`config.mk`:
```
export PLATFORM = sky130hd
export DESIGN_NAME = okoe_wmem
export DESIGN_NICKNAME = d
export VERILOG_FILES = /design/src/rtl/core/okoe_pkg.sv /design/src/rtl/core/okoe_wmem.sv
export SDC_FILE = /design/constraint.sdc
export NUM_CORES = 1
export LEC_CHECK = 0
export BUFFER_PORTS_ARGS = -buffer_cell sky130_fd_sc_hd__buf_2
export CORE_MARGIN = 10
export CORE_UTILIZATION = 45
export CTS_BUF_LIST = sky130_fd_sc_hd__clkbuf_4 sky130_fd_sc_hd__clkbuf_8
export DETAILED_ROUTE_END_ITERATION = 6
export GPL_ROUTABILITY_DRIVEN = 0
export HOLD_SLACK_MARGIN = 0.06
export MAX_ROUTING_LAYER = met4
export SLEW_MARGIN = 30
export SYNTH_ARGS = -nofsm -noshare
export SYNTH_HDL_FRONTEND = slang
export SYNTH_SLANG_ARGS = --single-unit
```
`constraint.sdc`:
```
create_clock -name clk -period 4.5 [get_ports clk]
set_input_delay 0.225 -clock clk [delete_from_list [all_inputs] [get_ports clk]]
set_output_delay 0.225 -clock clk [all_outputs]
set_load 0.03 [all_outputs]
```
`src/rtl/core/okoe_pkg.sv`:
```
`default_nettype none

package okoe_pkg;

	// field widths
	localparam int N_W         = 4;
	localparam int TADDR_W     = 6;
	localparam int WEIGHT_W    = 16;
	localparam int OCT_W       = 3;
	localparam int IDX_W       = 9;
	localparam int ELEM_W      = 32;
	localparam int S_TDATA_W   = 48;
	localparam int M_TDATA_W   = 32;

	// defaults
	localparam int          DEFAULT_MAX_NODES = 8;
	localparam logic [3:0]  NODES_RESET       = 4'd4;
	localparam int          OUT_FIFO_DEPTH    = 16;

	// digit split by reciprocal multiply
	localparam int RECIP_W     = 15;
	localparam int RECIP_SHIFT = 14;
	localparam int CUBE_W      = 12;

	// product and rounding
	localparam int PAIR_W      = 2 * WEIGHT_W;
	localparam int PROD_W      = 3 * WEIGHT_W;
	localparam int ROUND_SHIFT = 14;

	// request kinds carried in tuser
	localparam logic OPC_LOAD  = 1'b0;
	localparam logic OPC_QUERY = 1'b1;

	typedef logic signed [WEIGHT_W-1:0] weight_t;
	typedef logic [N_W-1:0]             digit_t;

	// ceil(2^14 / n), exact quotient for dividends below 512
	function automatic logic [RECIP_W-1:0] recip_of(input logic [N_W-1:0] n);
		logic [RECIP_W-1:0] r;
		unique case (n)
			4'd0:  r = 15'd0;
			4'd1:  r = 15'd16384;
			4'd2:  r = 15'd8192;
			4'd3:  r = 15'd5462;
			4'd4:  r = 15'd4096;
			4'd5:  r = 15'd3277;
			4'd6:  r = 15'd2731;
			4'd7:  r = 15'd2341;
			4'd8:  r = 15'd2048;
			4'd9:  r = 15'd1821;
			4'd10: r = 15'd1639;
			4'd11: r = 15'd1490;
			4'd12: r = 15'd1366;
			4'd13: r = 15'd1261;
			4'd14: r = 15'd1171;
			4'd15: r = 15'd1093;
			default: r = 15'd0;
		endcase
		return r;
	endfunction

	// n cubed
	function automatic logic [CUBE_W-1:0] cube_of(input logic [N_W-1:0] n);
		logic [CUBE_W-1:0] c;
		unique case (n)
			4'd0:  c = 12'd0;
			4'd1:  c = 12'd1;
			4'd2:  c = 12'd8;
			4'd3:  c = 12'd27;
			4'd4:  c = 12'd64;
			4'd5:  c = 12'd125;
			4'd6:  c = 12'd216;
			4'd7:  c = 12'd343;
			4'd8:  c = 12'd512;
			4'd9:  c = 12'd729;
			4'd10: c = 12'd1000;
			4'd11: c = 12'd1331;
			4'd12: c = 12'd1728;
			4'd13: c = 12'd2197;
			4'd14: c = 12'd2744;
			4'd15: c = 12'd3375;
			default: c = 12'd0;
		endcase
		return c;
	endfunction

endpackage

`default_nettype wire

```
`src/rtl/core/okoe_wmem.sv`:
```
`default_nettype none

module okoe_wmem #(
	parameter int DEPTH    = okoe_pkg::DEFAULT_MAX_NODES * okoe_pkg::DEFAULT_MAX_NODES,
	parameter int RD_PORTS = 1
) (
	input  wire logic                                   clk,
	input  wire logic                                   we,
	input  wire logic [$clog2(DEPTH)-1:0]               waddr,
	input  wire okoe_pkg::weight_t                      wdata,
	input  wire logic [RD_PORTS-1:0][$clog2(DEPTH)-1:0] raddr,
	output okoe_pkg::weight_t [RD_PORTS-1:0]            rdata
);

	okoe_pkg::weight_t mem [DEPTH];

	// write port
	always_ff @(posedge clk) begin
		if (we) begin
			mem[waddr] <= wdata;
		end
	end

	// registered read ports
	always_ff @(posedge clk) begin
		for (int i = 0; i < RD_PORTS; i++) begin
			rdata[i] <= mem[raddr[i]];
		end
	end

endmodule

`default_nettype wire

```
# [Yosys cells after proc, flatten, opt, wreduce, memory -nomap -nowiden]
# Memory sizes are Yosys's and may differ from the RTL's. A register that Yosys moved wholly into a read port is not among the register bits.
# Index checks and enable logic that the tools add are counted.
[totals] ff_bits=0 mem_bits_rw=1024 inputBits=30 out_inout_bits=16 elab_cells=3 mem_count=1
[mem_list] memory="mem" words=64 width=16 rd=1 rd_clocked_by_memory_dff=1 write_ports=1 line_no="okoe_wmem.sv:15" rtl="okoe_pkg::weight_t mem [DEPTH];"
[classes] muxes=2
[ops] operator="$mux W1" count=2

# [Depth between registers and ports, before layout]
# Gate-level depths: netlist of the first run.
[logic_depth] depth_word=2 ltp_mapped=10 mapped_depth_nobuf=5

# [Worst setup path before layout of the first run]
# Ideal clock, no wire load.
[synth_path] path_kind="in2reg" startpoint="input waddr[3]" endpoint="memory mem[48][0] in the netlist's numbering (enable)" setup_ps=409 arrival_ps=1851 required_ps=4091 setup_slack_ps=2240 stages=4 n_path_buf=1 cell_sequence="clkbuf_1 > nor2b_1 > nand4b_1 > nor3_1"
[synth_lines] item="from (decl)" line_no="okoe_wmem.sv:9" rtl="input wire logic [$clog2(DEPTH)-1:0] waddr,"
[synth_lines] item="to (decl)" line_no="okoe_wmem.sv:15"
# Straight into the memory's write port.

# [Worst setup path in the final report of the first run]
[layout_path] startpoint="input waddr[1]" endpoint="memory mem[18][10] in the netlist's numbering (enable)"
# Straight into the memory's write port.

==> metrics.csv, run 1 <==
metric,value,unit
first-pass GRT wire length,143000,um
Post-Synthesis Cells,1829,
IO Port Bufs,45,
Routed WL per cell,29.6,um
Worst setup EP type,register,
post-synthesis cell area,40000,um^2
critical path's top delay family,simple AND/OR/NAND/NOR gates,
cell with the most instances after synthesis,edfxtp_1,
Skew-Pair Late Insertion Delay,0.82,ns
ANT nets after route,0,
Max Freq,428,MHz
Crit Path Max Fanout,10,
vias per cell,5.91,
setup TNS,0,ns
post-route worst setup slack,2.16,ns
Final #Nets,2069,
cells along the critical path,"dlygate4sd3_1, buf_2, nor2b_1, nand2_1, nor2_1, buf_4",
"CTS clk-pin slew, worst paths",0.06,ns
slew at the pin with the worst max-slew slack,0.970,ns
"Cell Count, Final, Fillers Out",3333,
largest area contributor in the netlist,edfxtp_1,
Place WS,1.34,ns
initial antenna violation count,10,
Final Hold Viols,0,
Post-synth EDFFs,1024,
fin. max-slew vios,0,
die height,318,um
initial core utilization,0.453,
CP peak stage delay,0.83,ns
"Avg Cell Area, Syn",21.9,um^2
Horiz. Die Dim,318,um
Core Region,88400,um^2
Rows,109,
synth unique cells,43,
fin crit period,2.34,ns
clk root buf,clkbuf_8,
Yosys reg bits,1040,
GRT overflow,0,
crit start category,primary input,
post-DP HPWL,56900,um
PostCTS Resize Cnt,0,
maximum VDD drop,0.320,mV
GRT Resource Usage Total,0.199,
status,"complete, no violations",
placed cell count,3028,
Critical-path top delay cell,nor2_1,
DRC Markers,0,
synth warn,0,
Via Count,19700,
Area contributors post-synth,"edfxtp_1 77%, mux4_2 12%, mux2i_1 2.1%",
Max-slew headroom,0.353,
RSZ-0062 raised after global routing,false,
Setup-failing EPs final,0,
Initial DRT Pass Iterations,5,
Most used DFF post-synth,edfxtp_1,
clock tree buffer depth,3,
Lkg Pwr,14.4,nW
hold crit path type,in2reg,
Clock Skews,0.0309,ns
htree depth,4,
Post-Layout Inst Area,45200,um^2
total CTS buffers,165,
vias in the first global route,20000,
Crit path buffers/inverters,3,
Commonest cells post-synth,"1024 x edfxtp_1, 220 x mux4_2, 85 x mux2i_1",
Syn Nets,1859,
Synth top area share,0.768,
Total Die Area,101000,um^2
dpl cell area,41900,um^2
area growth from synthesis to final layout,12.8,%
Top Ports,46,
crit path kind,in2reg,
1st-iter DRT viols,2406,
Hold WS,0.0856,ns
CTS Sinks,1040,
Async SR Flop Fraction,0,
share of cells above drive strength 1,0.307,
CP Data Required Time,4.99,ns
largest net degree at the start of global routing,105,
CTS tree,built,
crit path DAT,2.83,ns
final wirelength,98500,um
"Seq/Total Area, Yosys",0.776,
Max Cap Viol,0,
Pwr Density,433,nW/um^2
crit share post-route,0.519,
## state kept, by name, summed over array words and instances, names as in the netlist
register  cells
mem        1024
rdata        16
## timing repair
action,4_1_cts,5_1_grt
hold endpoints to repair,106,0
buffers inserted,0,0
hold buffers,9,0
## cell usage in the layout (no fill, tap or decap), types with 3 or more instances in the layout
| cell | synthesis | final |
|---|---|---|
| o21ai_0 | 5 | 5 |
| clkbuf_8 | 0 | 179 |
| a221oi_1 | 16 | 16 |
| nor2_1 | 72 | 68 |
| dlygate4sd3_1 | 0 | 9 |
| edfxtp_1 | 1024 | 1024 |
| a31oi_1 | 8 | 8 |
| nand2_1 | 59 | 59 |
| dfxtp_1 | 16 | 16 |
| a221o_1 | 6 | 6 |
| nor2_4 | 0 | 4 |
| buf_4 | 13 | 86 |
| mux2_2 | 27 | 27 |
| a41oi_1 | 5 | 5 |
| diode_2 | 0 | 9 |
| and4_1 | 5 | 5 |
| a211oi_1 | 8 | 8 |
| buf_2 | 36 | 41 |
| mux2i_1 | 85 | 85 |
| nand2b_1 | 3 | 3 |
| a22oi_1 | 39 | 39 |
| buf_12 | 5 | 6 |
| a211o_1 | 8 | 8 |
| inv_6 | 0 | 4 |
| clkinvlp_4 | 0 | 3 |
| buf_6 | 17 | 3 |
| clkinv_2 | 0 | 14 |
| a22o_1 | 6 | 6 |
| nor4_2 | 3 | 3 |
| nand4_1 | 12 | 12 |
| nand3_1 | 24 | 24 |
| clkbuf_4 | 1 | 60 |
| a21oi_1 | 17 | 17 |
| nor2b_1 | 30 | 27 |
| mux4_1 | 4 | 4 |
| mux4_2 | 220 | 220 |
| o21ai_1 | 3 | 3 |
| clkinv_1 | 0 | 25 |
| a311oi_1 | 8 | 8 |
## per-layer routing
layer | part of all wire | vias up | GRT usage
met5 | 0 | - | -
met2 | 0.47 | 916 | 0.297
met1 | 0.42 | 10500 | 0.276
met4 | 0.021 | 0 | 0.0544
met3 | 0.087 | 147 | 0.0443
li1 | - | 8124 | -
## cells by family (layout without fill, tap and decap cells)
kind of cell           count (synthesis)  count (layout)  synth area share
DFF                                 1040            1040             0.776
muxes                                336             336             0.155
other                                  0               9                 0
buffers and inverters                104             434            0.0183
AOI/OAI and AO/OA                    129             129            0.0241
and+or+nand+nor                      220             220            0.0265
## final cells by class
type,instances,area [um^2]
Fill cell,7002,43200
Clock inverter,48,263
Clock buffer,239,2910
Timing Repair Buffer,147,1120
Antenna cell,9,22.5
Multi-Input combinational cell,685,8310
Tap cell,1165,1460
Sequential cell,1040,31100
## path summary, 6_finish.rpt
path	from	to	slack [ns]	cells after the start
setup / recovery	waddr[1]	mem[18][10]	2.16	6
hold / removal	wdata[15]	mem[60][15]	0.09	2
setup reg to reg	mem[23][13]	rdata[13]	2.22	5
hold reg to reg	mem[37][9]	rdata[9]	0.88	3
## per-stage QoR
step	power (mW)	utilization
2_1_floorplan	11.5	-
3_3_place_gp	12.0	0.473
3_5_place_dp	12.0	0.474
4_1_cts	19.8	0.511
5_1_grt	20.3	0.511
6_report	19.6	0.511
## where the power goes
group          internal [mW]  switching, mW
logic                  0.353          0.674
registers               10.7         0.0482
clock network           4.20           3.56
No activity file was read; power rests on OpenSTA's default activity.
==> run 2: changes to the inputs <==
==> constraint.sdc (replaced) <==
create_clock -name clk -period 2.4 [get_ports clk]
set_input_delay 0.12 -clock clk [delete_from_list [all_inputs] [get_ports clk]]
set_output_delay 0.12 -clock clk [all_outputs]
set_load 0.03 [all_outputs]
==> metrics.csv, run 2 (synthesis results as in run 1) <==
metric,value,unit
status,"complete, no violations",
CP peak stage delay,0.49,ns
biggest registers after layout,"mem: 1024 flops, rdata: 16 flops",
1st-iter DRT viols,2065,
crit share post-route,0.898,
Top Ports,46,
crit path kind,reg2reg,
RSZ-0062 raised after global routing,false,
clk root buf,clkbuf_8,
crit path DAT,2.80,ns
Rows,109,
most frequent cells in the layout,"1024 x edfxtp_1, 220 x mux4_2, 183 x buf_4",
clock network power share,0.399,
Worst R2R End,rdata[1],
Max-slew headroom,0.393,
Setup crit start,mem[6][1],
Pwr Density,799,nW/um^2
"Power, Total",37.2,mW
DRC Markers,0,
ANT nets after route,0,
CTS tree,built,
"Cell Count, Final, Fillers Out",3481,
"CTS clk-pin slew, worst paths",0.06,ns
vias per cell,5.72,
total CTS buffers,165,
maximum VDD drop,0.503,mV
fin crit period,2.16,ns
GRT Resource Usage Total,0.201,
first-pass GRT wire length,145000,um
final core occ,0.528,
FF-to-FF path depth,6,
Final Hold Viols,0,
hold crit path type,in2reg,
CP Data Required Time,3.04,ns
Initial DRT Pass Iterations,5,
R2R Path Start,mem[6][1],
switching power,8.29,mW
Routed WL per cell,28.5,um
Worst setup EP type,register,
"reg-to-reg slack, setup",0.24,ns
Max Cap Viol,0,
die height,318,um
area growth from synthesis to final layout,16.4,%
Crit Path Max Fanout,1,
sequential fraction of design power,0.542,
final wirelength,99300,um
Setup-failing EPs final,0,
Final #Nets,2205,
largest reg by FF count,mem,
placed cell count,3152,
share of cells above drive strength 1,0.343,
vias in the first global route,20300,
Core Region,88400,um^2
CTS Sinks,1040,
CTS Hold Buffers Added,21,
Hold WS,0.190,ns
cells along the critical path,"mux4_2, mux2i_1, a22oi_1, a31oi_1, buf_4, a311oi_1",
initial antenna violation count,11,
Clock Skews,0.0286,ns
IO Port Bufs,45,
post-DP HPWL,61700,um
Via Count,19900,
Horiz. Die Dim,318,um
Skew-Pair Late Insertion Delay,0.79,ns
Post-Layout Inst Area,46600,um^2
GRT overflow,0,
Max Freq,464,MHz
Critical-path top delay cell,mux4_2,
cell count along the critical path,6,
Post-CTS Setup Bufs,0,
PostCTS Resize Cnt,0,
crit start category,register,
max reg flops,1024,
slew at the pin with the worst max-slew slack,0.910,ns
Combinational Power Share,0.059,
Total Die Area,101000,um^2
worst setup path endpoint,rdata[1],
internal power,29.0,mW
"most common cell after layout, fill and taps aside",edfxtp_1,
clock tree buffer depth,3,
largest net degree at the start of global routing,65,
Crit path buffers/inverters,1,
initial core utilization,0.453,
fin. max-slew vios,0,
switching part of the total power,0.222,
critical path's top delay family,multiplexers,
dpl cell area,43100,um^2
htree depth,4,
hold depth,4,
Lkg Pwr,15.2,nW
run 2: worst register-to-register path, stage by stage, from the launching register on:
cell	delay (ns)
edfxtp_1	0.36
mux4_2	0.49
mux2i_1	0.34
a22oi_1	0.12
a31oi_1	0.43
buf_4	0.23
a311oi_1	0.06
run 2: stage by stage:
step,setup TNS (ns),setup WS (ns)
4_1_cts,0,0.333
6_report,0,0.244
3_5_place_dp,-0.309,-0.133
5_1_grt,0,0.292
3_3_place_gp,-0.212,-0.123
2_1_floorplan,0,0.245
run 2: how the worst min path moves through the flow:
stage	from	slack [ns]	end
CTS	waddr[0]	0.11	mem[37][8]
finish	waddr[0]	0.19	mem[53][8]
global placement	rdata[0]	0.57	rdata[0]
floorplan	wdata[0]	0.22	mem[0][0]
global route	waddr[0]	0.16	mem[37][15]
detailed placement	rdata[0]	0.57	rdata[0]
run 2: area by class of cell:
| class | count | area, um^2 |
|---|---|---|
| antenna | 7 | 17.5 |
| clock buffer | 235 | 2860 |
| clock inverter | 66 | 449 |
| fill | 6879 | 41800 |
| multi-input combinational | 685 | 8250 |
| sequential | 1040 | 31100 |
| tap | 1165 | 1460 |
| timing repair buffer | 283 | 2520 |
run 2: layer usage:
layer,track usage,routed length [um]
met5,-,0
met4,0.0482,1720
met3,0.0392,7510
met2,0.309,47500
met1,0.276,42500
run 2: power by group through the flow:
stage	sequential, mW	clock [mW]	combinational [mW]
final	20.2	14.9	2.19
after global routing	20.2	16.1	2.31
after CTS	20.2	15.2	2.21
after detailed placement	20.6	0	2.18
after global placement	20.6	0	2.14
after floorplan	20.6	0	1.04
