File: config.mk
export PLATFORM = sky130hd
export DESIGN_NAME = okoe_fifo
export DESIGN_NICKNAME = d
export VERILOG_FILES = /design/src/rtl/core/okoe_pkg.sv /design/src/rtl/core/okoe_fifo.sv
export SDC_FILE = /design/constraint.sdc
export NUM_CORES = 1
export LEC_CHECK = 0
export ABC_AREA = 0
export BUFFER_PORTS_ARGS = -buffer_cell sky130_fd_sc_hd__clkbuf_2
export CORE_ASPECT_RATIO = 1.5
export CORE_UTILIZATION = 65
export CTS_CLUSTER_SIZE = 28
export DETAILED_ROUTE_END_ITERATION = 10
export PLACE_DENSITY = 0.83
export SYNTH_ARGS = -nofsm -noshare
export SYNTH_HDL_FRONTEND = slang
export SYNTH_SLANG_ARGS = --single-unit
File: constraint.sdc
create_clock -name clk -period 7.6 [get_ports clk]
set_input_delay 0 -clock clk [delete_from_list [all_inputs] [get_ports clk]]
set_output_delay 0 -clock clk [all_outputs]
set_load 0.03 [all_outputs]
File: src/rtl/core/okoe_pkg.sv
`default_nettype none

package okoe_pkg;

	// field widths
	localparam int N_W         = 4;
	localparam int TADDR_W     = 6;
	localparam int WEIGHT_W    = 16;
	localparam int OCT_W       = 3;
	localparam int IDX_W       = 9;
	localparam int ELEM_W      = 32;
	localparam int S_TDATA_W   = 48;
	localparam int M_TDATA_W   = 32;

	// defaults
	localparam int          DEFAULT_MAX_NODES = 8;
	localparam logic [3:0]  NODES_RESET       = 4'd4;
	localparam int          OUT_FIFO_DEPTH    = 16;

	// digit split by reciprocal multiply
	localparam int RECIP_W     = 15;
	localparam int RECIP_SHIFT = 14;
	localparam int CUBE_W      = 12;

	// product and rounding
	localparam int PAIR_W      = 2 * WEIGHT_W;
	localparam int PROD_W      = 3 * WEIGHT_W;
	localparam int ROUND_SHIFT = 14;

	// request kinds carried in tuser
	localparam logic OPC_LOAD  = 1'b0;
	localparam logic OPC_QUERY = 1'b1;

	typedef logic signed [WEIGHT_W-1:0] weight_t;
	typedef logic [N_W-1:0]             digit_t;

	// ceil(2^14 / n), exact quotient for dividends below 512
	function automatic logic [RECIP_W-1:0] recip_of(input logic [N_W-1:0] n);
		logic [RECIP_W-1:0] r;
		unique case (n)
			4'd0:  r = 15'd0;
			4'd1:  r = 15'd16384;
			4'd2:  r = 15'd8192;
			4'd3:  r = 15'd5462;
			4'd4:  r = 15'd4096;
			4'd5:  r = 15'd3277;
			4'd6:  r = 15'd2731;
			4'd7:  r = 15'd2341;
			4'd8:  r = 15'd2048;
			4'd9:  r = 15'd1821;
			4'd10: r = 15'd1639;
			4'd11: r = 15'd1490;
			4'd12: r = 15'd1366;
			4'd13: r = 15'd1261;
			4'd14: r = 15'd1171;
			4'd15: r = 15'd1093;
			default: r = 15'd0;
		endcase
		return r;
	endfunction

	// n cubed
	function automatic logic [CUBE_W-1:0] cube_of(input logic [N_W-1:0] n);
		logic [CUBE_W-1:0] c;
		unique case (n)
			4'd0:  c = 12'd0;
			4'd1:  c = 12'd1;
			4'd2:  c = 12'd8;
			4'd3:  c = 12'd27;
			4'd4:  c = 12'd64;
			4'd5:  c = 12'd125;
			4'd6:  c = 12'd216;
			4'd7:  c = 12'd343;
			4'd8:  c = 12'd512;
			4'd9:  c = 12'd729;
			4'd10: c = 12'd1000;
			4'd11: c = 12'd1331;
			4'd12: c = 12'd1728;
			4'd13: c = 12'd2197;
			4'd14: c = 12'd2744;
			4'd15: c = 12'd3375;
			default: c = 12'd0;
		endcase
		return c;
	endfunction

endpackage

`default_nettype wire

File: src/rtl/core/okoe_fifo.sv
`default_nettype none

module okoe_fifo #(
	parameter int W     = okoe_pkg::ELEM_W + 1,
	parameter int DEPTH = okoe_pkg::OUT_FIFO_DEPTH
) (
	input  wire logic         clk,
	input  wire logic         arst_n,
	input  wire logic         push,
	input  wire logic [W-1:0] push_data,
	input  wire logic         pop,
	output logic              out_valid,
	output logic [W-1:0]      out_data
);

	localparam int PTR_W = (DEPTH > 1) ? $clog2(DEPTH) : 1;
	localparam int CNT_W = $clog2(DEPTH + 1);

	logic [W-1:0]     slot_q [DEPTH];
	logic [PTR_W-1:0] wr_ptr_q;
	logic [PTR_W-1:0] rd_ptr_q;
	logic [CNT_W-1:0] count_q;

	function automatic logic [PTR_W-1:0] next_ptr(input logic [PTR_W-1:0] p);
		return (p == PTR_W'(DEPTH - 1)) ? '0 : p + 1'b1;
	endfunction

	// storage
	always_ff @(posedge clk) begin
		if (push) begin
			slot_q[wr_ptr_q] <= push_data;
		end
	end

	// pointers and fill level
	always_ff @(posedge clk or negedge arst_n) begin
		if (!arst_n) begin
			wr_ptr_q <= '0;
			rd_ptr_q <= '0;
			count_q  <= '0;
		end else begin
			if (push) begin
				wr_ptr_q <= next_ptr(wr_ptr_q);
			end
			if (pop) begin
				rd_ptr_q <= next_ptr(rd_ptr_q);
			end
			if (push && !pop) begin
				count_q <= count_q + 1'b1;
			end else if (pop && !push) begin
				count_q <= count_q - 1'b1;
			end
		end
	end

	assign out_valid = (count_q != '0);
	assign out_data  = slot_q[rd_ptr_q];

	// push only into free space, pop only when holding a result
	a_no_overflow: assert property (@(posedge clk) disable iff (!arst_n)
		push |-> (count_q != CNT_W'(DEPTH)) || pop)
		else $error("result fifo overflow");
	a_no_underflow: assert property (@(posedge clk) disable iff (!arst_n)
		pop |-> (count_q != '0))
		else $error("result fifo underflow");

endmodule

`default_nettype wire

== Word-level counts from Yosys, hierarchy flattened ==
Memory sizes are Yosys's and may differ from the RTL's.
Index checks and enable logic that the tools add are counted.
Word-level totals
  register bits: 13
  memory bits (writable): 528
  input bits: 37
  output and inout port bits: 34
  word-level logic and storage cells: 22
  memories kept: 1
Memory list
  slot_q: words 16, width 33, read ports 1, clocked after memory_dff 0, write ports 1, RTL line okoe_fifo.sv:19  | logic [W-1:0] slot_q [DEPTH];
Operators by class
  $add $sub $neg: 4
  equal/unequal tests: 2
  muxes and demuxes: 6
  reductions and logical operators: 6
Operator list (count)
  5-bit two-way mux: 2
  4-bit by 1-bit adder with 4-bit output (second input constant): 2
  4-bit equality test (second input constant): 2
  4-bit two-way mux: 2
  5-bit by 1-bit adder with 5-bit output (second input constant): 1
  5-bit nonzero test: 1
  5-bit by 1-bit subtractor with 5-bit output (second input constant): 1
  1-bit logical AND: 2
  1-bit zero test: 2
  1-bit two-way mux: 2
  2-bit nonzero test: 1

== Longest topological paths before layout ==
Gate-level depths: netlist (run 1).
  depth in word-level cells: 4
  mapped depth: 8
  depth with buffers taken out: 8

== Least setup slack after synthesis (run 1) ==
Ideal clock, no wire load.
  path kind: register -> register
  start point: reg wr_ptr_q[0]
  end point: mem slot_q[2][0] in the netlist's numbering, enable pin
  setup time: 0.464 ns
  arrival: 3.021 ns
  data required time: 7.136 ns
  slack: 4.115 ns
  stages on the path, launching flop included: 5
  buffers on the path: 0
  period minus slack after synthesis: 3.485 ns
  cells stage by stage: dfrtp_1 > inv_1 > ha_1 > nand2_1 > nor3_1
RTL lines
  from (decl): RTL line okoe_fifo.sv:20  | logic [PTR_W-1:0] wr_ptr_q;
  from (signal assigned): RTL line okoe_fifo.sv:43  | wr_ptr_q <= next_ptr(wr_ptr_q);
  to (decl): RTL line okoe_fifo.sv:19
Straight into the memory's write port.

== Worst setup path after layout (run 1) ==
  start point: reg rd_ptr_q[0]
  end point: out out_data[32]
On the way
  cells in the longest elaborated chain, start to end: 1
Ends and longest elaborated chain
  from (decl): RTL line okoe_fifo.sv:21  | logic [PTR_W-1:0] rd_ptr_q;
  from (signal assigned): RTL line okoe_fifo.sv:46  | rd_ptr_q <= next_ptr(rd_ptr_q);
  memory read 16 x 33 bit
  to (decl): RTL line okoe_fifo.sv:13  | output logic [W-1:0] out_data
Every way passes these cells.

==> out/results.ini, run 1 <==
[sta]
setup_viol=0
finClkSkew_ps=14.3
hold_viol=0
min_period_ps=4180
fmax_mhz=239
tightest_slew_ps=1170
period_share_pct=55.0
rsz0062_at_grt=no
slew_headroom_pct=21.9
setup_ws_ps=3420
final_max_slew_viol_count=0
setup_tns_ps=0

[synthesis]
ys_types=33
synth_largest_area_cell=edfxtp_1
synthesis.area_mm2=0.0212
syn_area_per_cell_um2=20.9
ys_top_cells_by_area=edfxtp_1 (75%), mux4_2 (9.1%), mux2_2 (3.1%), mux4_1 (1.6%), a221o_1 (1.6%)
ys_seq_elements=541
yosys.area.top_type_share_pct=74.7
yosysWarnings=0
ys_seq_area_share_pct=76.2
syn_inst=1015
synth_nets=1062

[worst_setup_path]
arrival_ps=4180
critPathLaunchType=register
cp_top_family=flip-flops
worstSetupPathType=reg2out
critical_path.max_fanout=60
timing.critical_path.from=rd_ptr_q[0]
max_stage_delay_ps=1180
rr_worst_depth=4
critPathRequiredTime_ps=7600
cp_num_cells=6
r2r-start=rd_ptr_q[1]
cp_cell_sequence=nand2_1 > buf_4 > o221ai_1 > o21ai_0 > a221o_1 > clkbuf_2
crit_slowest_cell=dfrtp_4
path_buf_inv=2
endpoint_kind=output port

[global_route]
antenna_found_initial=0
grt_use_met2_pct=50.9
grtUsageMet3_pct=4.81
grt_max_degree=74
grt_first_pass_wirelength_mm=70.4
grt_usage_pct=29.9
grt_overflow=0
grt_busiest_layer=met2
grt_pass1_vias=11400
met1_usage_pct=37.4

[power_and_ir_drop]
p_comb_share_pct=26.9
power_density_mw_per_mm2=355
p_leak_nw=7.94
pwr-share-seq_pct=44.2
peakVddDrop_mv=0.260
p_sw_share_pct=31.2
power_frac_clock_pct=28.9
p_switching_mw=2.67
internal_power_mw=5.87

[clock_network]
h-tree-depth=2
cts_setup_buffers=0
clkLatencyLatePin_ps=560
cts_sinks=541
numCtsBuffers=46
ctsResizeCount=0
clockBufferDepth=3
cts_root_buffer=clkbuf_16
clk_pin_slew_ps=70
tritoncts=built

[drt]
wl_mm=47.8
vias=10800
avgViaCountPerCell=6.82
dr.pass1.iters=5
drc=0
antenna_left=0
first_iter_violations=1348
wl_per_cell_um=30.1

[floorplanning]
coreArea_mm2=0.0320
rows=80
die_w_um=150
num_io_pins=71
dieArea_mm2=0.0334
die_h_um=223
start_util_pct=66.3

[outcome]
status=finished, final reports clean

[layout]
layout_commonest_cell=edfxtp_1
final_nets=1186
post-route-cell-area_mm2=0.0240
final_cell_mix=edfxtp_1 (528), mux4_2 (86), clkbuf_2 (70), mux2_2 (58), clkbuf_16 (49)
synthToLayoutAreaGrowth_pct=13.1
n_fill_cell=1649
postLayoutCoreUtil_pct=75.0
drive_gt1_share_pct=29.3

[placed_design]
port_buffers=70
place_hpwl_mm=24.4
place_area_mm2=0.0221
gpl.final_weighted_congestion=0.731
place_ws_ps=4030

[worst_hold_path]
hp-class=in2reg
worstHoldStart=pop
hold_depth=4

[run]
max-cap-violations=0

## flip-flops by register name (all words and copies together), names as in the netlist
signal    flops
slot_q      528
count_q       5
rd_ptr_q      4
wr_ptr_q      4
## per-layer routing
metal / wire (um) / part of all wire, %
met5: 0 / 0
met4: 2150 / 4.5
met3: 3910 / 8.2
met2: 25300 / 53
met1: 16500 / 34
## timing repair
item,in CTS,in global routing
hold endpoints to repair,549,0
setup endpoints to repair,0,0
hold buffers,37,0
## Yosys cell counts, drive strengths merged
master,count
o21ai,42
a31oi,1
mux2i,1
xor2,2
nand4,1
ha,9
nor2b,33
nor2,16
dfrtp,13
a21oi,4
edfxtp,528
buf,31
inv,40
nor3,3
fa,1
clkbuf,26
nand3,3
nand2b,5
mux2,68
nand2,16
a21o,2
xnor2,4
a221o,33
nor4,1
mux4,99
o221ai,33
## final cells by class
class,instances,area [um2],share of cell area [%]
Multi-Input combinational cell,377,4670,19.4
Clock buffer,57,1280,5.31
Sequential cell,541,16200,67.4
Antenna cell,1,2.50,0.0104
Timing Repair Buffer,133,916,3.81
Inverter,40,150,0.625
Clock inverter,28,308,1.28
Tap cell,410,513,2.14
## final timing paths
| path | to | slack [ps] |
|---|---|---|
| setup / recovery | out_data[32] | 3420 |
| hold / removal | rd_ptr_q[2] | 310 |
| setup reg to reg | rd_ptr_q[3] | 5070 |
| hold reg to reg | count_q[4] | 490 |
| max in group asynchronous | rd_ptr_q[1] | 6470 |
| min in group asynchronous | wr_ptr_q[2] | 590 |
## power by group through the flow
stage / clock (mW) / combinational (mW) / sequential, mW
after global routing: 2.58 / 2.41 / 3.80
after floorplan: 0 / 1.72 / 3.66
after CTS: 2.48 / 2.30 / 3.77
after detailed placement: 0 / 2.23 / 3.83
final: 2.47 / 2.29 / 3.78
after global placement: 0 / 2.19 / 3.81
## kinds of logic (layout without fill, tap and decap cells)
| logic type | count (synthesis) | in the layout | synth area share, % |
|---|---|---|---|
| AOI/OAI and AO/OA | 115 | 115 | 4.10 |
| xor gates and xnor gates | 6 | 6 | 0.247 |
| adders and majority gates | 10 | 10 | 0.624 |
| buffers and inverters | 97 | 258 | 2.40 |
| DFF | 541 | 541 | 76.2 |
| muxes | 168 | 168 | 14.6 |
| other | 0 | 1 | 0 |
| and+or+nand+nor | 78 | 78 | 1.89 |
## worst min-delay path, stage by stage
cell	delay [ps]
dlygate4sd3_1	530
clkbuf_2	150
nand2_1	90
xnor2_1	70
## metrics by stage
step	hold slack [ps]	total power, mW	cells
after global routing	342	8.78	1586
final	312	8.53	1587
after global placement	-70.3	5.99	1464
after CTS	296	8.55	1586
after detailed placement	-69.8	6.06	1464
after floorplan	-296	5.38	1015
Note: power is estimated with default switching activity, not from simulation.
==> run 2: changes to the inputs <==
CORE_UTILIZATION = 56   (was 65)
PLACE_DENSITY = 0.76   (was 0.83)
clock period = 3.75 ns   (was 7.6 ns; I/O delays follow)
==> run 2 against run 1 <==
Compared with the run above:
- non-clock buffer count is 10 higher
- clock skew increased by 8.4 ps
- via count down 3.6%
- core utilization down 10 points
- register-to-register slack worse by 3600 ps
- worst hold slack improved by 33 ps
- clock-buffer cell count up 9
- die area grew 16%
- sequential share of layout area shrank 0.45 points
==> out/results.ini, run 2 (same netlist as run 1, synthesis figures left out) <==
[outcome]
status=finished, final reports clean

[clock_network]
cts_root_buffer=clkbuf_16
clockBufferDepth=3  ; unchanged
h-tree-depth=2  ; unchanged
ctsHoldBuffers=37  ; unchanged
ctsResizeCount=0  ; unchanged
clkLatencyLatePin_ps=570  ; about the same
cts_setup_buffers=0  ; unchanged
tritoncts=built
numCtsBuffers=47  ; +2.2%
clk_pin_slew_ps=60  ; about the same
cts_sinks=541  ; unchanged

[layout]
drive_gt1_share_pct=29.0  ; -0.31 points
largest_reg_flops=528  ; unchanged
final_cell_mix=edfxtp_1 (528), mux4_2 (86), clkbuf_2 (70), mux2_2 (58), clkbuf_16 (49)
antenna_cells=0  ; -1
layout_commonest_cell=edfxtp_1
largest-register=slot_q
post-route-cell-area_mm2=0.0242  ; +0.67%
reg.largest.list=slot_q (528), count_q (5)
final_nets=1197  ; +0.93%
synthToLayoutAreaGrowth_pct=13.9

[power_and_ir_drop]
p_sw_share_pct=30.8  ; -0.41 points
total_power_mw=17.1  ; +100%
internal_power_mw=11.8  ; +100%
p_comb_share_pct=28.5  ; +1.6 points
p_switching_mw=5.27  ; +98%
power_density_mw_per_mm2=708  ; +99%
p_leak_nw=7.95  ; +0.14%
pwr-share-seq_pct=43.5  ; -0.7 points
peakVddDrop_mv=0.374  ; +44%
power_frac_clock_pct=28.0  ; -0.9 points

[sta]
tightest_slew_ps=683  ; -487 ps
final_max_slew_viol_count=0  ; unchanged
min_period_ps=2980
setup_viol=0  ; unchanged
fmax_mhz=336
setup_tns_ps=0  ; unchanged
slew_headroom_pct=54.4  ; +32 points
finClkSkew_ps=22.7  ; +8.35 ps
period_share_pct=79.4
hold_viol=0  ; unchanged
rsz0062_at_grt=no

[worst_setup_path]
max_stage_delay_ps=580  ; -600 ps
r2r_slack_ps=1490  ; -3580 ps
critical_path.max_fanout=23  ; -62%
endpoint_kind=output port
rr_worst_depth=5  ; +1
worstSetupPathType=reg2out
crit_slowest_cell=dfrtp_4
cp-endpoint=out_data[23]
cp_cell_sequence=buf_4 > mux2_2 > o221ai_1 > o21ai_1 > a221o_1 > clkbuf_2
cp_num_cells=6  ; unchanged
critPathRequiredTime_ps=3750  ; -3850 ps
cp_top_family=compound AO/OA/AOI/OAI gates
r2r-start=wr_ptr_q[0]
path_buf_inv=2  ; unchanged
critPathLaunchType=register
timing.critical_path.from=rd_ptr_q[1]
r2r_end=slot_q[14][5]
arrival_ps=2980  ; -1200 ps

[global_route]
grt_pass1_vias=11000  ; -3.7%
antenna_found_initial=0  ; unchanged
grt_overflow=0  ; unchanged
grt_first_pass_wirelength_mm=66.6  ; -5.4%
grt_max_degree=55  ; -26%
grt_usage_pct=23.8  ; -6.1 points

[drt]
dr.pass1.iters=7  ; +2
antenna_left=0  ; unchanged
wl_mm=44.5  ; -6.9%
vias=10400  ; -3.6%
wl_per_cell_um=26.6  ; -12%
drc=0  ; unchanged
first_iter_violations=1141  ; -15%
avgViaCountPerCell=6.24  ; -8.6%

[placed_design]
place_area_mm2=0.0223  ; +1.1%
place_hpwl_mm=24.2  ; -0.81%
gpl.final_weighted_congestion=0.714  ; -2.3%
port_buffers=70  ; unchanged

[floorplanning]
dieArea_mm2=0.0387  ; +16%
num_io_pins=71  ; unchanged
rows=87  ; +8.8%
die_h_um=241  ; +7.7%
coreArea_mm2=0.0374  ; +17%
start_util_pct=56.7  ; -9.6 points
die_w_um=161  ; +7.6%

[run]
max-cap-violations=0  ; unchanged

[worst_hold_path]
hp-class=in2reg

run 2: stage by stage:
step / util, % / instances / hold slack [ps] / worst slack [ps]
detailed placement: 59.6 / 1553 / -71.6 / 1350
global route: 64.6 / 1674 / 348 / 626
global placement: 59.6 / 1553 / -74.5 / 1370
CTS: 64.6 / 1674 / 310 / 753
finish: 64.6 / 1674 / 344 / 772
floorplan: - / 1015 / -296 / 265
run 2: how the worst min path moves through the flow:
stage | start | to | slack, ps | cells past startpoint
floorplan | arst_n | count_q[0] | -300 | 0
global placement | arst_n | count_q[3] | -70 | 1
detailed placement | arst_n | count_q[3] | -70 | 1
CTS | pop | rd_ptr_q[1] | 310 | 3
global route | pop | rd_ptr_q[1] | 350 | 3
finish | pop | rd_ptr_q[1] | 340 | 3
run 2: metal layers:
layer,track usage [%],routed length (um),vias to the layer above,share of wire [%]
li1,-,-,4459,-
met1,29.6,16700,5463,37
met2,41.8,23700,426,53
met3,3.29,2750,90,6.2
met4,10.1,1440,0,3.2
met5,0,0,-,0
run 2: power by group through the flow:
stage | sequential [mW] | clock [mW] | combinational, mW
2_1_floorplan | 7.42 | 0 | 3.49
3_3_place_gp | 7.53 | 0 | 4.79
3_5_place_dp | 7.56 | 0 | 4.87
4_1_cts | 7.44 | 4.86 | 4.93
5_1_grt | 7.48 | 5.09 | 5.20
6_report | 7.44 | 4.80 | 4.88
run 2: final cells by class:
class / count / area, um2
Clock buffer: 66 / 1300
Clock inverter: 18 / 210
Fill cell: 2471 / 13300
Inverter: 40 / 150
Multi-Input combinational cell: 377 / 4670
Sequential cell: 541 / 16200
Tap cell: 489 / 612
Timing Repair Buffer: 143 / 1050
run 2: tightest hold or removal path: cells and delay by family:
| family | cells | cell delay [ps] |
|---|---|---|
| multiplexers | 1 | 160 |
| buffers and inverters | 2 | 710 |
==> run 3: changes to the inputs <==
CORE_UTILIZATION = 62   (was 56)
PLACE_DENSITY = 0.8   (was 0.76)
clock period = 2.9 ns   (was 3.75 ns; I/O delays follow)
==> run 3 against run 2 <==
Compared with the run above:
- register-to-register slack got worse by 850 ps
- clock power increased by 22%
- clock skew decreased by 2.9 ps
- flip-flop and latch count unchanged
- sequential share of layout area decreased by 0.33 points
- via count increased by 2.9%
- global-route usage increased by 3.5 points
- routed wire length increased by 3.6%
- final area increased by 0.49%
- non-clock buffer count increased by 20
- die area decreased by 9.6%
==> out/results.ini, run 3 (same netlist as run 1, synthesis figures left out) <==
[outcome]
status=finished, final reports clean

[worst_hold_path]
hold-path-endpoint=rd_ptr_q[1]
hp-class=in2reg
worstHoldStart=pop
hold_depth=3  ; unchanged

[placed_design]
port_buffers=70  ; unchanged
gpl.final_weighted_congestion=0.758  ; +6.2%
place_hpwl_mm=25.3  ; +4.6%

[worst_setup_path]
r2r_slack_ps=640  ; -850 ps
critPathRequiredTime_ps=2900  ; -850 ps
r2r_end=slot_q[2][28]
critPathLaunchType=register
worstSetupPathType=reg2out
arrival_ps=2870  ; -110 ps
critical_path.max_fanout=32  ; +39%
endpoint_kind=output port
rr_worst_depth=5  ; unchanged
r2r-start=wr_ptr_q[0]

[global_route]
grt_max_degree=44  ; -20%
grt_overflow=0  ; unchanged
grt_pass1_vias=11400  ; +3.2%
antenna_found_initial=1  ; +1
grt_first_pass_wirelength_mm=68.9  ; +3.5%
grt_usage_pct=27.3  ; +3.5 points

[floorplanning]
rows=82  ; -5.7%
start_util_pct=63.3  ; +6.6 points
die_w_um=153  ; -4.9%
num_io_pins=71  ; unchanged
dieArea_mm2=0.0350  ; -9.6%
die_h_um=229  ; -4.9%
coreArea_mm2=0.0335  ; -10%

[layout]
layout_commonest_cell=edfxtp_1
largest_reg_flops=528  ; unchanged
drive_gt1_share_pct=30.1  ; +1.1 points
final_cell_mix=edfxtp_1 (528), mux4_2 (86), clkbuf_2 (70), mux2_2 (58), clkbuf_16 (47)
reg.largest.list=slot_q (528), count_q (5)
synthToLayoutAreaGrowth_pct=14.4
largest-register=slot_q
final_nets=1216  ; +1.6%

[drt]
drc=0  ; unchanged
first_iter_violations=1268  ; +11%
vias=10700  ; +2.9%
dr.pass1.iters=5  ; -2
avgViaCountPerCell=6.61  ; +6.0%
wl_mm=46.1  ; +3.6%
wl_per_cell_um=28.4  ; +6.6%
antenna_left=0  ; unchanged

[sta]
slew_headroom_pct=51.4  ; -3.1 points
rsz0062_at_grt=no
min_period_ps=2870
hold_viol=0  ; unchanged
fmax_mhz=348
finClkSkew_ps=19.7  ; -2.91 ps
holdWs_ps=338  ; -6.55 ps
final_max_slew_viol_count=0  ; unchanged
period_share_pct=99.1
setup_tns_ps=0  ; unchanged
setup_viol=0  ; unchanged
tightest_slew_ps=728  ; +44.1 ps

[power_and_ir_drop]
power_density_mw_per_mm2=905  ; +28%
total_power_mw=22.0  ; +28%
peakVddDrop_mv=0.522  ; +40%
p_leak_nw=8.03  ; +1.0%

[clock_network]
clockBufferDepth=3  ; unchanged
clk_pin_slew_ps=60  ; about the same
cts_root_buffer=clkbuf_16
clkLatencyLatePin_ps=560  ; about the same
cts_sinks=541  ; unchanged
numCtsBuffers=46  ; -2.1%
h-tree-depth=2  ; unchanged
tritoncts=built

[run]
max-cap-violations=0  ; unchanged

==> run 3: cell type report <==
| type | count | area [um2] |
|---|---|---|
| antenna | 1 | 2.50 |
| clock buffer | 61 | 1240 |
| clock inverter | 23 | 163 |
| fill | 1836 | 9240 |
| inverter | 40 | 150 |
| multi-input combinational | 377 | 4700 |
| sequential | 541 | 16200 |
| tap | 420 | 526 |
| timing repair buffer | 163 | 1340 |
==> run 3: per-layer routing <==
layer,global-route usage [%],vias up,wire [um]
met2,47.2,562,24700
met4,12.9,0,1520
li1,-,4490,-
met5,0,-,0
met3,3.98,115,3100
met1,34.2,5578,16800
==> run 3: worst max path at each step <==
stage	slack (ps)	cells past startpoint	end	startpoint
finish	30	6	out_data[1]	rd_ptr_q[1]
global route	2	6	out_data[1]	rd_ptr_q[1]
CTS	20	6	out_data[1]	rd_ptr_q[1]
detailed placement	570	6	out_data[1]	rd_ptr_q[1]
global placement	660	6	out_data[1]	rd_ptr_q[1]
floorplan	260	3	slot_q[12][0]	wr_ptr_q[2]
==> run 3: worst max-delay path, stage by stage (launching register included) <==
cell	delay, ps
dfrtp_4	570
buf_12	250
mux2_2	370
o221ai_1	280
o21ai_0	150
a221o_1	440
clkbuf_2	210
==> run 3: where the power goes <==
part	leakage, nW	total (mW)	switching, mW	internal (mW)
Combinational	2.44	6.47	3.86	2.61
Sequential	4.92	9.69	0.401	9.29
Clock	0.676	5.84	2.65	3.19
==> run 3: per-stage QoR <==
stage	std cells	worst slack [ps]	util, %	instance area, um2
6_report	1626	27.1	72.4	24300
5_1_grt	1626	2.09	72.4	24300
4_1_cts	1619	19.2	72.2	24200
3_5_place_dp	1497	567	66.9	22400
3_3_place_gp	1497	662	66.9	22400
2_1_floorplan	1015	263	-	21300
==> run 3: what timing repair did <==
| item | 4_1_cts | 5_1_grt |
|---|---|---|
| hold buffers | 37 | 0 |
| buffers inserted | 1 | 6 |
| hold endpoints to repair | 549 | 0 |
| setup endpoints to repair | 1 | 5 |
| resized for setup | 0 | 3 |
